$ cat src/rtl/tmvp_pkg.sv
// Shared types and constants for the transposed matrix-vector product block.
`timescale 1ns / 1ps
`default_nettype none

package tmvp_pkg;

   // Fixed field widths
   localparam int VAL_W      = 16;
   localparam int PROD_W     = 2 * VAL_W;
   localparam int SUM_W      = 48;
   localparam int OUT_IDX_W  = 7;
   localparam int CSR_W      = 8;
   localparam int REQ_DATA_W = 2 * VAL_W;
   localparam int RSP_DATA_W = 56;

   // Size in use after reset
   localparam int SIZE_RESET = 128;

   // Queue between front and back
   localparam int QUEUE_DEPTH = 4;
   localparam int QPTR_W      = $clog2(QUEUE_DEPTH);
   localparam int QCNT_W      = $clog2(QUEUE_DEPTH + 1);

   // Position of an element within the matrix
   typedef struct packed {
      logic first_row;
      logic last_row;
      logic last_col;
   } tmvp_tag_type;

   localparam int TAG_W = $bits(tmvp_tag_type);

endpackage

`default_nettype wire

$ cat src/rtl/tmvp_queue.sv
// Short queue that decouples the front end from the accumulator back end.
`timescale 1ns / 1ps
`default_nettype none

module tmvp_queue #(
   parameter int WIDTH = 42
) (
   input  wire logic             clock,
   input  wire logic             reset,
   input  wire logic             push,
   input  wire logic [WIDTH-1:0] push_data,
   input  wire logic             pop,
   output logic [WIDTH-1:0]      head_data,
   output logic                  q_valid,
   output logic                  q_full
);
   import tmvp_pkg::*;

   logic [WIDTH-1:0]  slot_ff [QUEUE_DEPTH];
   logic [QPTR_W-1:0] wr_ptr_ff, rd_ptr_ff;
   logic [QCNT_W-1:0] count_ff, count_in;

   assign q_valid   = (count_ff != '0);
   assign q_full    = (count_ff == QCNT_W'(QUEUE_DEPTH));
   assign head_data = slot_ff[rd_ptr_ff];

   // Track occupancy
   always_comb begin
      count_in = count_ff;
      if (push && !pop) begin
         count_in = count_ff + QCNT_W'(1);
      end else if (pop && !push) begin
         count_in = count_ff - QCNT_W'(1);
      end
   end

   always_ff @(posedge clock) begin
      if (reset) begin
         wr_ptr_ff <= '0;
         rd_ptr_ff <= '0;
         count_ff  <= '0;
      end else begin
         count_ff <= count_in;
         if (push) begin
            wr_ptr_ff <= wr_ptr_ff + QPTR_W'(1);
         end
         if (pop) begin
            rd_ptr_ff <= rd_ptr_ff + QPTR_W'(1);
         end
      end
   end

   // Store the incoming transaction
   always_ff @(posedge clock) begin
      if (push) begin
         slot_ff[wr_ptr_ff] <= push_data;
      end
   end

endmodule

`default_nettype wire

$ cat config.mk
export PLATFORM = sky130hd
export DESIGN_NAME = tmvp_queue
export DESIGN_NICKNAME = d
export VERILOG_FILES = /design/src/rtl/tmvp_pkg.sv /design/src/rtl/tmvp_queue.sv
export SDC_FILE = /design/constraint.sdc
export NUM_CORES = 1
export LEC_CHECK = 0
export BUFFER_PORTS_ARGS = -buffer_cell sky130_fd_sc_hd__buf_2
export CORE_ASPECT_RATIO = 0.9
export CORE_MARGIN = 2
export CORE_UTILIZATION = 50
export CTS_CLUSTER_DIAMETER = 150
export DETAILED_ROUTE_END_ITERATION = 10
export HOLD_SLACK_MARGIN = 0.03
export PLACE_DENSITY_LB_ADDON = 0.15
export SLEW_MARGIN = 30
export SYNTH_ARGS = -nofsm -noshare
export SYNTH_HDL_FRONTEND = slang
export SYNTH_SLANG_ARGS = --single-unit
export TNS_END_PERCENT = 100
$ cat constraint.sdc
create_clock -name clock -period 2.4 [get_ports clock]
set_clock_uncertainty 0.05 [all_clocks]
set_input_delay 0 -clock clock [delete_from_list [all_inputs] [get_ports clock]]
set_output_delay 0 -clock clock [all_outputs]
set_load 0.01 [all_outputs]
== Word level (Yosys, flattened, before mapping) ==
Memory sizes are Yosys's and may differ from the RTL's. A register that Yosys moved wholly into a read port is not among the register bits.
Cells that the tools add are included.
Word-level totals
  flip-flop bits (word level): 7
  RAM bits: 168
  input bits: 46
  output and inout port bits: 44
  word-level logic and storage cells: 21
  memories: 1
Memories
  slot_ff: words 4, width 42, rd ports 1, clocked after memory_dff 1, write ports 1, RTL line tmvp_queue.sv:19  | logic [WIDTH-1:0] slot_ff [QUEUE_DEPTH];
Operators by class
  add/sub/neg operators: 4
  equal/unequal tests: 1
  muxes and demuxes: 6
  reductions and logical operators: 6
Operators by type and width (number)
  $mux 3: 2
  $add 2x1->2 const B: 2
  $mux 2: 2
  $add 3x1->3 const B: 1
  $eq 3x3->1 const B: 1
  $reduce_bool 3->1: 1
  $sub 3x1->3 const B: 1
  $logic_and 1x1->1: 2
  $logic_not 1->1: 2
  $mux 1: 2
  $reduce_bool 2->1: 1

== Depth between registers and ports, before layout ==
  depth in word-level cells: 4
  depth in mapped cells: 7
  mapped depth without buffers: 7

== Worst setup path after synthesis ==
Ideal clock, no wire load.
  kind: reg2reg
  from: register wr_ptr_ff[0]
  to: memory slot_ff[2][0] (enable)
  setup time: 403 ps
  arrival time: 1555 ps
  required time: 1947 ps
  path slack: 391 ps
  cell stages (with the launch flop): 4
  buffers on the path: 0
  clock period less this slack: 2009 ps
  path through: dfxtp_1 > inv_1 > ha_1 > and2_1
RTL lines
  from (decl): RTL line tmvp_queue.sv:20  | logic [QPTR_W-1:0] wr_ptr_ff, rd_ptr_ff;
  from (signal assigned): RTL line tmvp_queue.sv:45  | wr_ptr_ff <= wr_ptr_ff + QPTR_W'(1);
  to (decl): RTL line tmvp_queue.sv:19
Straight into the memory's write port.

==> flow_metrics.py <==
metrics = {
    "sta": {
        "rsz0062_at_grt": "no",
        "layout_setup_ws_ps": 353.2,
        "hold_violations": 0,
        "timing.hold.ws_ps": 284.7,
        "min_period_over_period": 0.8528,
        "setup_violations": 0,
        "max_slew_margin": 0.5116,
        "finalSetupTns_ps": 0,
        "fin_crit_ps": 2047,
        "drv_slew": 0,
        "worst_pin_slew_ps": 732.6,
        "max_freq_ghz": 0.4886,
    },
    "clock_network": {
        "cts.clk_slew.worst_paths_ps": 60,
        "h-tree-depth": 4,
        "cts_tree": "yes",
        "cts_root_buffer": "clkbuf_16",
        "post_cts_resized": 0,
        "cts.sink_count": 177,
        "clk-insertion-delay-late_ps": 420,
        "cts_buffers": 17,
        "clock_path_buffers": 2,
    },
    "cells_and_area": {
        "area_growth_pct": 27.76,
        "antenna_cells": 0,
        "nets": 471,
        "multi_input_area_um2": 1190,
        "fin_cells": 596,
        "fillCellCount": 878,
        "drive_gt1_frac": 0.4144,
        "fin_util": 0.6565,
        "seqCellArea_um2": 5230,
    },
    "job": {
        "drv_cap": 0,
    },
    "worst_hold_path": {
        "min_from": "push_data[2]",
        "whs_path_depth": 2,
        "hold_path_end": "slot_ff[1][2]",
        "hold_class": "primary input to register",
    },
    "worst_setup_path": {
        "crit_fanout": 20,
        "r2r_start": "wr_ptr_ff[0]",
        "path_class": "register to output pin",
        "crit_path_start_kind": "register",
        "cpPeakStageDelay_ps": 610,
        "cp_data_arrival_time_ps": 2000,
        "cp_slowest_cell": "dfxtp_4",
        "r2r_end": "slot_ff[0][13]",
        "crit_chain": "buf_4, mux4_1, buf_2",
        "reg2reg_depth": 4,
        "required_ps": 2350,
        "setup.worst_path.end_class": "output pin",
        "r2r_setup_slack_ps": 520,
    },
    "placement": {
        "dpl_worst_slack_ps": 483.4,
        "port-buffer-count": 89,
        "gp_congestion": 0.6897,
        "place_inst": 519,
        "place_hpwl_mm": 7.328,
    },
    "route": {
        "first_pass_iters": 4,
        "drcViolationCount": 0,
        "via_per_inst": 5.268,
        "vias": 3140,
        "ant_nets": 0,
        "wirelength_mm": 11.64,
        "drtIter0Drc": 260,
        "wl_per_cell_um": 19.53,
    },
    "synth": {
        "avgSynthCellArea_um2": 24.79,
        "synth_area_leader_cell": "edfxtp_1",
        "yosysWarnings": 0,
        "seq_area_frac_synth": 0.7985,
        "syn_nets": 316,
        "synth_area_um2": 6544,
        "netlist_instances": 264,
        "yosysTopAreaCellShare": 0.7709,
        "ys_seq_elements": 177,
        "synth_cell_types": 21,
        "synthTopCellsByArea": "edfxtp_1 (77%), mux4_2 (14%), dfxtp_1 (2.8%)",
    },
    "die": {
        "die_y_um": 112.5,
        "die_area_um2": 14020,
        "ioPinCount": 90,
        "core-area_um2": 12740,
        "start_util": 0.5138,
        "dieWidth_um": 124.6,
        "placementRows": 39,
    },
    "power": {
        "power_leakage_nw": 2.907,
        "ir_worst_vdd_v": 0.0007679,
        "p_per_area_nw_per_um2": 871.1,
    },
    "grt": {
        "grt_pass1_vias": 3390,
        "grt_usage": 0.1790,
        "grt_remaining_overflow": 0,
        "grt_max_degree": 27,
        "grt_first_pass_wirelength_mm": 18.38,
        "antenna_found_initial": 0,
    },
    "status": {
        "status": "finished, final reports clean",
    },
}
==> timing repair <==
item | CTS | global route
hold buffers | 45 | 0
hold endpoints to repair | 177 | 0
setup buffers | 0 | 0
endpoints found under the setup margin | 0 | 0
==> state kept, by name, summed over array words and instances (netlist names), named ones only <==
signal     flops
rd_ptr_ff      2
wr_ptr_ff      2
slot_ff      168
count_ff       3
==> placed cells by master, fill, tap and decap left out, drive strengths merged <==
cell type / count
edfxtp: 168
buf: 102
dlygate4sd3: 45
mux4: 42
clkbuf: 19
dfxtp: 9
nor2: 7
clkinvlp: 6
ha: 5
bufinv: 5
inv: 5
and2: 4
xor2: 3
or3: 2
xnor2: 2
mux2i: 2
nor3b: 1
nand2: 1
o21ai: 1
a21oi: 1
fa: 1
clkinv: 1
==> synthesized netlist by cell type (all sizes together) <==
library cell / instances
a21oi: 1
xnor2: 2
and2: 4
o21ai: 1
inv: 4
nor3b: 1
mux4: 42
nand2: 1
xor2: 3
mux2i: 2
nor2: 7
clkbuf: 2
or3: 2
edfxtp: 168
dfxtp: 9
buf: 9
fa: 1
ha: 5
==> kinds of logic (layout without fill, tap and decap cells) <==
kind of cell / after synthesis / count (layout) / share of synthesized area
flops: 177 / 177 / 0.7985
mux: 44 / 44 / 0.1488
fa+ha+maj: 6 / 6 / 0.01262
buf+inv: 15 / 183 / 0.02046
xor+xnor: 5 / 5 / 0.006693
simple gates: 15 / 15 / 0.01147
compound gates: 2 / 2 / 0.001528
==> critical path: cells and delay by family, from the launching register on <==
kind | cells | cell delay, ps
buffers and inverters | 2 | 410
flip-flops | 1 | 610
multiplexers | 1 | 560
==> worst max path at each step <==
stage               slack, ps             end
CTS                       280   head_data[37]
global placement          560   slot_ff[2][7]
finish                    350   head_data[37]
floorplan                 390   slot_ff[2][0]
global route              210   head_data[37]
detailed placement        480  slot_ff[0][12]
==> through the flow <==
step	power (W)	area [µm²]
global placement	0.004335	7258
global route	0.007557	8361
floorplan	0.004073	6544
finish	0.007283	8361
CTS	0.007356	8361
detailed placement	0.004355	7258
==> layer usage <==
| layer | part of all wire | vias up | global-route usage |
|---|---|---|---|
| met2 | 0.50 | 79 | 0.2940 |
| met5 | 0 | - | 0 |
| met1 | 0.45 | 1630 | 0.2350 |
| met3 | 0.039 | 9 | 0.05672 |
| li1 | - | 1422 | - |
| met4 | 0.011 | 0 | 0.04944 |
==> final cells by class <==
cell class	count	area share
multi-input cells	72	0.1423
flip-flops and latches	177	0.6256
repair buffers	147	0.1278
inverters	4	0.001796
well taps	164	0.02454
clock inverters	13	0.02499
clock buffers	19	0.05298
==> power breakdown <==
group	switching [W]	total, W	internal (W)
combinational	0.000339	0.000713	0.000374
sequential	0.0000734	0.00362	0.00354
clock	0.00108	0.00295	0.00187
Power figures use the tool's default switching activity.
