[config.mk]
export PLATFORM = sky130hd
export DESIGN_NAME = tmvp_front
export DESIGN_NICKNAME = d
export VERILOG_FILES = /design/src/rtl/tmvp_pkg.sv /design/src/rtl/tmvp_front.sv
export SDC_FILE = /design/constraint.sdc
export NUM_CORES = 1
export LEC_CHECK = 0
export BUFFER_PORTS_ARGS = -buffer_cell sky130_fd_sc_hd__buf_2
export CORE_ASPECT_RATIO = 0.6
export CORE_MARGIN = 4
export CORE_UTILIZATION = 55
export DETAILED_ROUTE_END_ITERATION = 6
export PLACE_DENSITY = 0.83
export SLEW_MARGIN = 15
export SYNTH_ARGS = -nofsm -noshare
export SYNTH_HDL_FRONTEND = slang
export SYNTH_SLANG_ARGS = --single-unit
export TNS_END_PERCENT = 30
[constraint.sdc]
create_clock -name clock -period 9.5 [get_ports clock]
set_input_delay 1.9 -clock clock [delete_from_list [all_inputs] [get_ports clock]]
set_output_delay 1.9 -clock clock [all_outputs]
set_load 0.01 [all_outputs]
[src/rtl/tmvp_pkg.sv]
// Shared types and constants for the transposed matrix-vector product block.
`timescale 1ns / 1ps
`default_nettype none

package tmvp_pkg;

   // Fixed field widths
   localparam int VAL_W      = 16;
   localparam int PROD_W     = 2 * VAL_W;
   localparam int SUM_W      = 48;
   localparam int OUT_IDX_W  = 7;
   localparam int CSR_W      = 8;
   localparam int REQ_DATA_W = 2 * VAL_W;
   localparam int RSP_DATA_W = 56;

   // Size in use after reset
   localparam int SIZE_RESET = 128;

   // Queue between front and back
   localparam int QUEUE_DEPTH = 4;
   localparam int QPTR_W      = $clog2(QUEUE_DEPTH);
   localparam int QCNT_W      = $clog2(QUEUE_DEPTH + 1);

   // Position of an element within the matrix
   typedef struct packed {
      logic first_row;
      logic last_row;
      logic last_col;
   } tmvp_tag_type;

   localparam int TAG_W = $bits(tmvp_tag_type);

endpackage

`default_nettype wire

[src/rtl/tmvp_front.sv]
// Front end: size register, row/column tracking, product and position tag.
`timescale 1ns / 1ps
`default_nettype none

module tmvp_front #(
   parameter int MAX_SIZE = 128,
   parameter int IDX_W    = 7
) (
   input  wire logic                          clock,
   input  wire logic                          reset,
   input  wire logic                          csr_wen,
   input  wire logic [tmvp_pkg::CSR_W-1:0]    csr_wdata,
   input  wire logic                          req_tvalid,
   output logic                               req_tready,
   input  wire logic [tmvp_pkg::REQ_DATA_W-1:0] req_tdata,
   input  wire logic                          q_full,
   output logic                               q_push,
   output logic [tmvp_pkg::PROD_W-1:0]        push_prod,
   output logic [IDX_W-1:0]                   push_col,
   output tmvp_pkg::tmvp_tag_type             push_tag
);
   import tmvp_pkg::*;

   localparam int SZ_W = ($clog2(MAX_SIZE + 1) > CSR_W) ? $clog2(MAX_SIZE + 1) : CSR_W;
   localparam int RESET_SIZE = (SIZE_RESET > MAX_SIZE) ? MAX_SIZE : SIZE_RESET;
   localparam logic [IDX_W-1:0] RESET_LAST = IDX_W'(RESET_SIZE - 1);

   logic [IDX_W-1:0]    last_ff, last_in;
   logic [IDX_W-1:0]    row_ff, row_in;
   logic [IDX_W-1:0]    col_ff, col_in;
   logic [SZ_W-1:0]     wsize;
   logic signed [VAL_W-1:0]  mval;
   logic signed [VAL_W-1:0]  wval;
   logic signed [PROD_W-1:0] prod;
   logic                accept;

   // Clamp the written size to 1..MAX_SIZE, keep it as a last index
   always_comb begin
      wsize = SZ_W'(csr_wdata);
      if (wsize == '0) begin
         last_in = '0;
      end else if (wsize > SZ_W'(MAX_SIZE)) begin
         last_in = IDX_W'(MAX_SIZE - 1);
      end else begin
         last_in = IDX_W'(wsize - SZ_W'(1));
      end
   end

   assign req_tready = ~q_full;
   assign accept     = req_tvalid & req_tready;

   // Advance row and column in row-major order
   always_comb begin
      row_in = row_ff;
      col_in = col_ff;
      if (col_ff == last_ff) begin
         col_in = '0;
         row_in = (row_ff == last_ff) ? '0 : row_ff + IDX_W'(1);
      end else begin
         col_in = col_ff + IDX_W'(1);
      end
   end

   always_ff @(posedge clock) begin
      if (reset) begin
         last_ff <= RESET_LAST;
         row_ff  <= '0;
         col_ff  <= '0;
      end else if (csr_wen) begin
         last_ff <= last_in;
         row_ff  <= '0;
         col_ff  <= '0;
      end else if (accept) begin
         row_ff  <= row_in;
         col_ff  <= col_in;
      end
   end

   // Form the product and classify the element
   assign mval = req_tdata[VAL_W-1:0];
   assign wval = req_tdata[2*VAL_W-1:VAL_W];
   assign prod = mval * wval;

   assign q_push             = accept;
   assign push_prod          = prod;
   assign push_col           = col_ff;
   assign push_tag.first_row = (row_ff == '0);
   assign push_tag.last_row  = (row_ff == last_ff);
   assign push_tag.last_col  = (col_ff == last_ff);

endmodule

`default_nettype wire

**Word level (Yosys, flattened, before mapping)**

Cells that the tools add are included.

- Reductions and logical operators: 4
- Multipliers: 1
- Multiplexer cells: 4
- Add/sub/neg operators: 3
- Eq/ne operators: 2
- Bitwise gates (word level): 2
- Order comparisons: 1

Operators with widths:

| operator | number |
|---|---|
| 16-bit by 16-bit multiplier with 32-bit output | 1 |
| 7-bit two-way mux | 4 |
| 7-bit by 1-bit adder with 7-bit output, second input constant | 2 |
| 7-bit == test | 2 |
| 8-bit > comparator, second input constant | 1 |
| 8-bit zero test | 1 |
| 7-bit zero test | 1 |
| 7-bit by 1-bit subtractor with 7-bit output, second input constant | 1 |
| 2-bit AND reduction | 1 |
| 2-bit OR reduction | 1 |
| 1-bit AND | 1 |
| 1-bit inverter | 1 |

- Word-level logic and storage cells: 20
- Output and inout bits: 44
- Bits of input ports: 45
- Register bits after elaboration: 21

**Depth between registers and ports, before layout**

- Depth after elaboration: 3
- Mapped depth: 21
- Depth with buffers taken out: 20

**Least setup slack after synthesis**

Ideal clock, no wire load.

- Path kind: in2out
- Start: in req_tdata[15] (netlist name)
- End: out push_prod[25] (netlist name)
- Cell stages on the path: 18
- Arrival time: 7.287 ns
- Path buffers: 1
- Setup slack: 0.313 ns
- Data required time: 7.600 ns
- Path through: clkbuf_1 nand2_1 inv_1 fa_1 fa_1 fa_1 fa_1 fa_1 inv_1 fa_1 inv_1 ha_1 nand4_1 nor4b_1 a32oi_1 nand2_1 a21oi_1 o311ai_0

- Word-level cells in the longest chain between the ends: 1

RTL lines:

| element | line | RTL |
|---|---|---|
| start: declaration | tmvp_front.sv:15 | `input wire logic [tmvp_pkg::REQ_DATA_W-1:0] req_tdata,` |
| 16-bit by 16-bit multiplier with 32-bit output | tmvp_front.sv:82 | `assign prod = mval * wval;` |
| end: declaration | tmvp_front.sv:18 | `output logic [tmvp_pkg::PROD_W-1:0] push_prod,` |

No other way between the ends.

**Worst setup path after layout**

- Start: in req_tdata[3] (netlist name)
- End: out push_prod[29] (netlist name)

Same word-level chain as after synthesis.

==> results.cfg <==
[finish]
drive_gt1_share_pct = 16.2
syn2layout_area_growth_pct = 15.2
fin_area_um2 = 12900
finish.net_count = 1783
diodes = 0

[setup_path]
r2r-start = push_col[5]
path_cells = buf_2 -> and2_1 -> fa_1 -> fa_1 -> fa_1 -> fa_1 -> fa_1 -> inv_1 -> fa_1 -> inv_1 -> ha_1 -> buf_4 -> nand4_1 -> buf_4 -> nor2_1 -> a32oi_2 -> nand2_1 -> buf_6 -> buf_4 -> a21oi_2 -> xnor2_1 -> buf_2
critPathRequiredTime_ns = 7.60
reg2reg_to = row_ff[5]
criticalPathCategory = in2out
cp_slowest_cell = fa_1
rrSetupSlack_ns = 7.45
crit_path_max_fanout = 10
crit_path_max_incr_delay_ns = 0.59
cpMostUsedCell = fa_1
endpoint_kind = output port
critical_path_buf_inv_count = 8
worst_setup_path_start_kind = input pin
cp_top_family = adder cells
r2r_cells = 6
critical_path_arrival_ns = 7.57

[timing]
final.setup_skew_ns = 0.00407
finalHoldViolCount = 0
finalCriticalPeriod_ns = 9.47
setup_viol = 0
finalCritPeriodShare_pct = 99.7
rsz0062_at_grt = yes
slew_headroom_pct = 50.4
fmax_mhz = 106
slew_viol_final = 0
worst_pin_slew_ns = 0.741
whs_ns = 0.546

[min_path]
hp-class = reg2reg
worstHoldPathCells = 2
min_from = row_ff[5]
min_to = row_ff[5]

[global_routing]
grt_pass1_wl_um = 46900
grt_start_max_net_pins = 17
antenna_found_initial = 0
grt_pass1_vias = 9210
grt_overflow = 0
grtUsageTotal_pct = 25.5

[status]
outcome = complete, no violations

[route]
routed_wl_um = 28600
detail-route-antenna-nets = 0
dr.pass1.iters = 5
vias_per_cell = 5.33
route.detailed.drc = 0
wl_per_cell_um = 17.2
vias = 8855
drt_iter0_markers = 594

[yosys]
syn_nets = 1647
yosysMostFrequentCell = inv_1
yosys-top-cells-area = fa_1, inv_1, ha_1
ys_seq_elements = 21
synth-main-ff-cell = dfxtp_1
synthXorXnorAreaFrac_pct = 4.82
avgSynthCellArea_um2 = 8.92
synth-compound-area-share_pct = 7.02
synth_edf_count = 0
synth.distinct_cells = 56
synth_area_um2 = 11200
synth_cells = 1253
yosysTopAreaCell = fa_1
ys_seq_area_share_pct = 3.76
synth-simple-area-share_pct = 16.4
synth_top_cell_area_share_pct = 46.9
ys_warn_count = 0
synth_common_cells = inv_1, fa_1, nand2_1
muxShareOfSynthArea_pct = 0.0896
synth_top_family_by_area = adder cells
ys_async_sr_fraction_pct = 0
synthAdderAreaFrac_pct = 56.7

[cts]
cts_tree = done
cts.sinks = 21
htree_levels = 1
clockBufferDepth = 2
clkLatencyLatePin_ns = 0.26
path_clk_slew_ns = 0.06
cts-root-buf = clkbuf_16
cts_inserted_buffers = 3

[die]
dieHeight_um = 118
core_um2 = 20000
start_util_pct = 56.0
die_w_um = 192
row_count = 40
die_area_um2 = 22700
ios = 89

[placement]
gp_congestion = 0.931
place_hpwl_um = 24400
placement.cell_area_um2 = 12300
numPortBuffers = 88

[job]
cap_violations = 0
worst min-delay path, cell delays in order, from the launching register on:
cell,delay [ns]
dfxtp_1,0.35
o21ai_0,0.08
a21oi_1,0.06
cell type report:
type	count	area (um^2)
tap	273	342
multi-input combinational	897	9690
clock inverter	1	5.00
inverter	296	1110
clock buffer	3	75.1
timing repair buffer	170	1240
fill	1553	7090
sequential	21	420
cell families after synthesis:
logic type,after synthesis
xor gates and xnor gates,60
buffers and inverters,335
and+or+nand+nor,362
DFF,21
muxes,1
adders and majority gates,349
AOI/OAI and AO/OA,125
metal layers:
| layer | global-route usage [%] | vias up | wire length (um) |
|---|---|---|---|
| li1 | - | 4043 | - |
| met1 | 39.5 | 4392 | 12900 |
| met2 | 37.6 | 389 | 12600 |
| met3 | 6.79 | 31 | 2800 |
| met4 | 2.36 | 0 | 294 |
| met5 | 0 | - | 0 |
what timing repair did:
action	4_1_cts	5_1_grt
setup endpoints to repair	8	13
gates resized for setup	26	81
buffers inserted	5	17
pin swaps	13	37
hold buffers	0	0
how the worst max path moves through the flow:
stage | from | endpoint | slack [ns] | cells after the start
CTS | req_tdata[18] | push_prod[25] | 0.0003 | 20
global route | req_tdata[27] | push_prod[25] | -0.11 | 22
finish | req_tdata[3] | push_prod[29] | 0.03 | 22
detailed placement | req_tdata[9] | push_prod[31] | -0.23 | 20
global placement | req_tdata[9] | push_prod[31] | -0.22 | 20
floorplan | req_tdata[15] | push_prod[25] | 0.31 | 18
state kept, by name (all words and copies together) (netlist names):
name	count
last_ff	7
row_ff	7
push_col	7
through the flow:
stage | utilization (%) | worst slack, ns | cells | setup TNS, ns
after global placement | 61.5 | -0.221 | 1635 | -0.316
after floorplan | - | 0.313 | 1253 | 0
final | 64.5 | 0.0327 | 1661 | 0
after global routing | 64.5 | -0.111 | 1661 | -0.387
after CTS | 62.6 | 0.000312 | 1644 | 0
after detailed placement | 61.5 | -0.233 | 1635 | -0.489
layout by cell type (no fill, tap or decap), drive strengths merged, types with 3 or more instances in the layout:
| master | Yosys | final |
|---|---|---|
| a211oi | 6 | 6 |
| fa | 262 | 262 |
| nor2 | 36 | 36 |
| buf | 2 | 164 |
| nand4 | 5 | 5 |
| inv | 296 | 296 |
| o211ai | 3 | 3 |
| nor3b | 3 | 3 |
| nor2b | 3 | 3 |
| nor3 | 13 | 13 |
| a21boi | 3 | 3 |
| o21ai | 31 | 31 |
| o21bai | 8 | 8 |
| and2 | 124 | 124 |
| o311ai | 4 | 4 |
| nand2b | 9 | 9 |
| nor4 | 5 | 5 |
| nand2 | 140 | 140 |
| xnor2 | 29 | 29 |
| and3 | 6 | 6 |
| xor2 | 30 | 30 |
| nand3 | 6 | 6 |
| a21oi | 43 | 43 |
| clkbuf | 37 | 9 |
| a21o | 9 | 9 |
| ha | 87 | 87 |
| or2 | 3 | 3 |
| dfxtp | 21 | 21 |
| a211o | 4 | 4 |
| or3 | 4 | 4 |
Power is left out: the tool's default activity adds up to more than one toggle a clock period on the data nets, which glitch-free logic cannot reach.
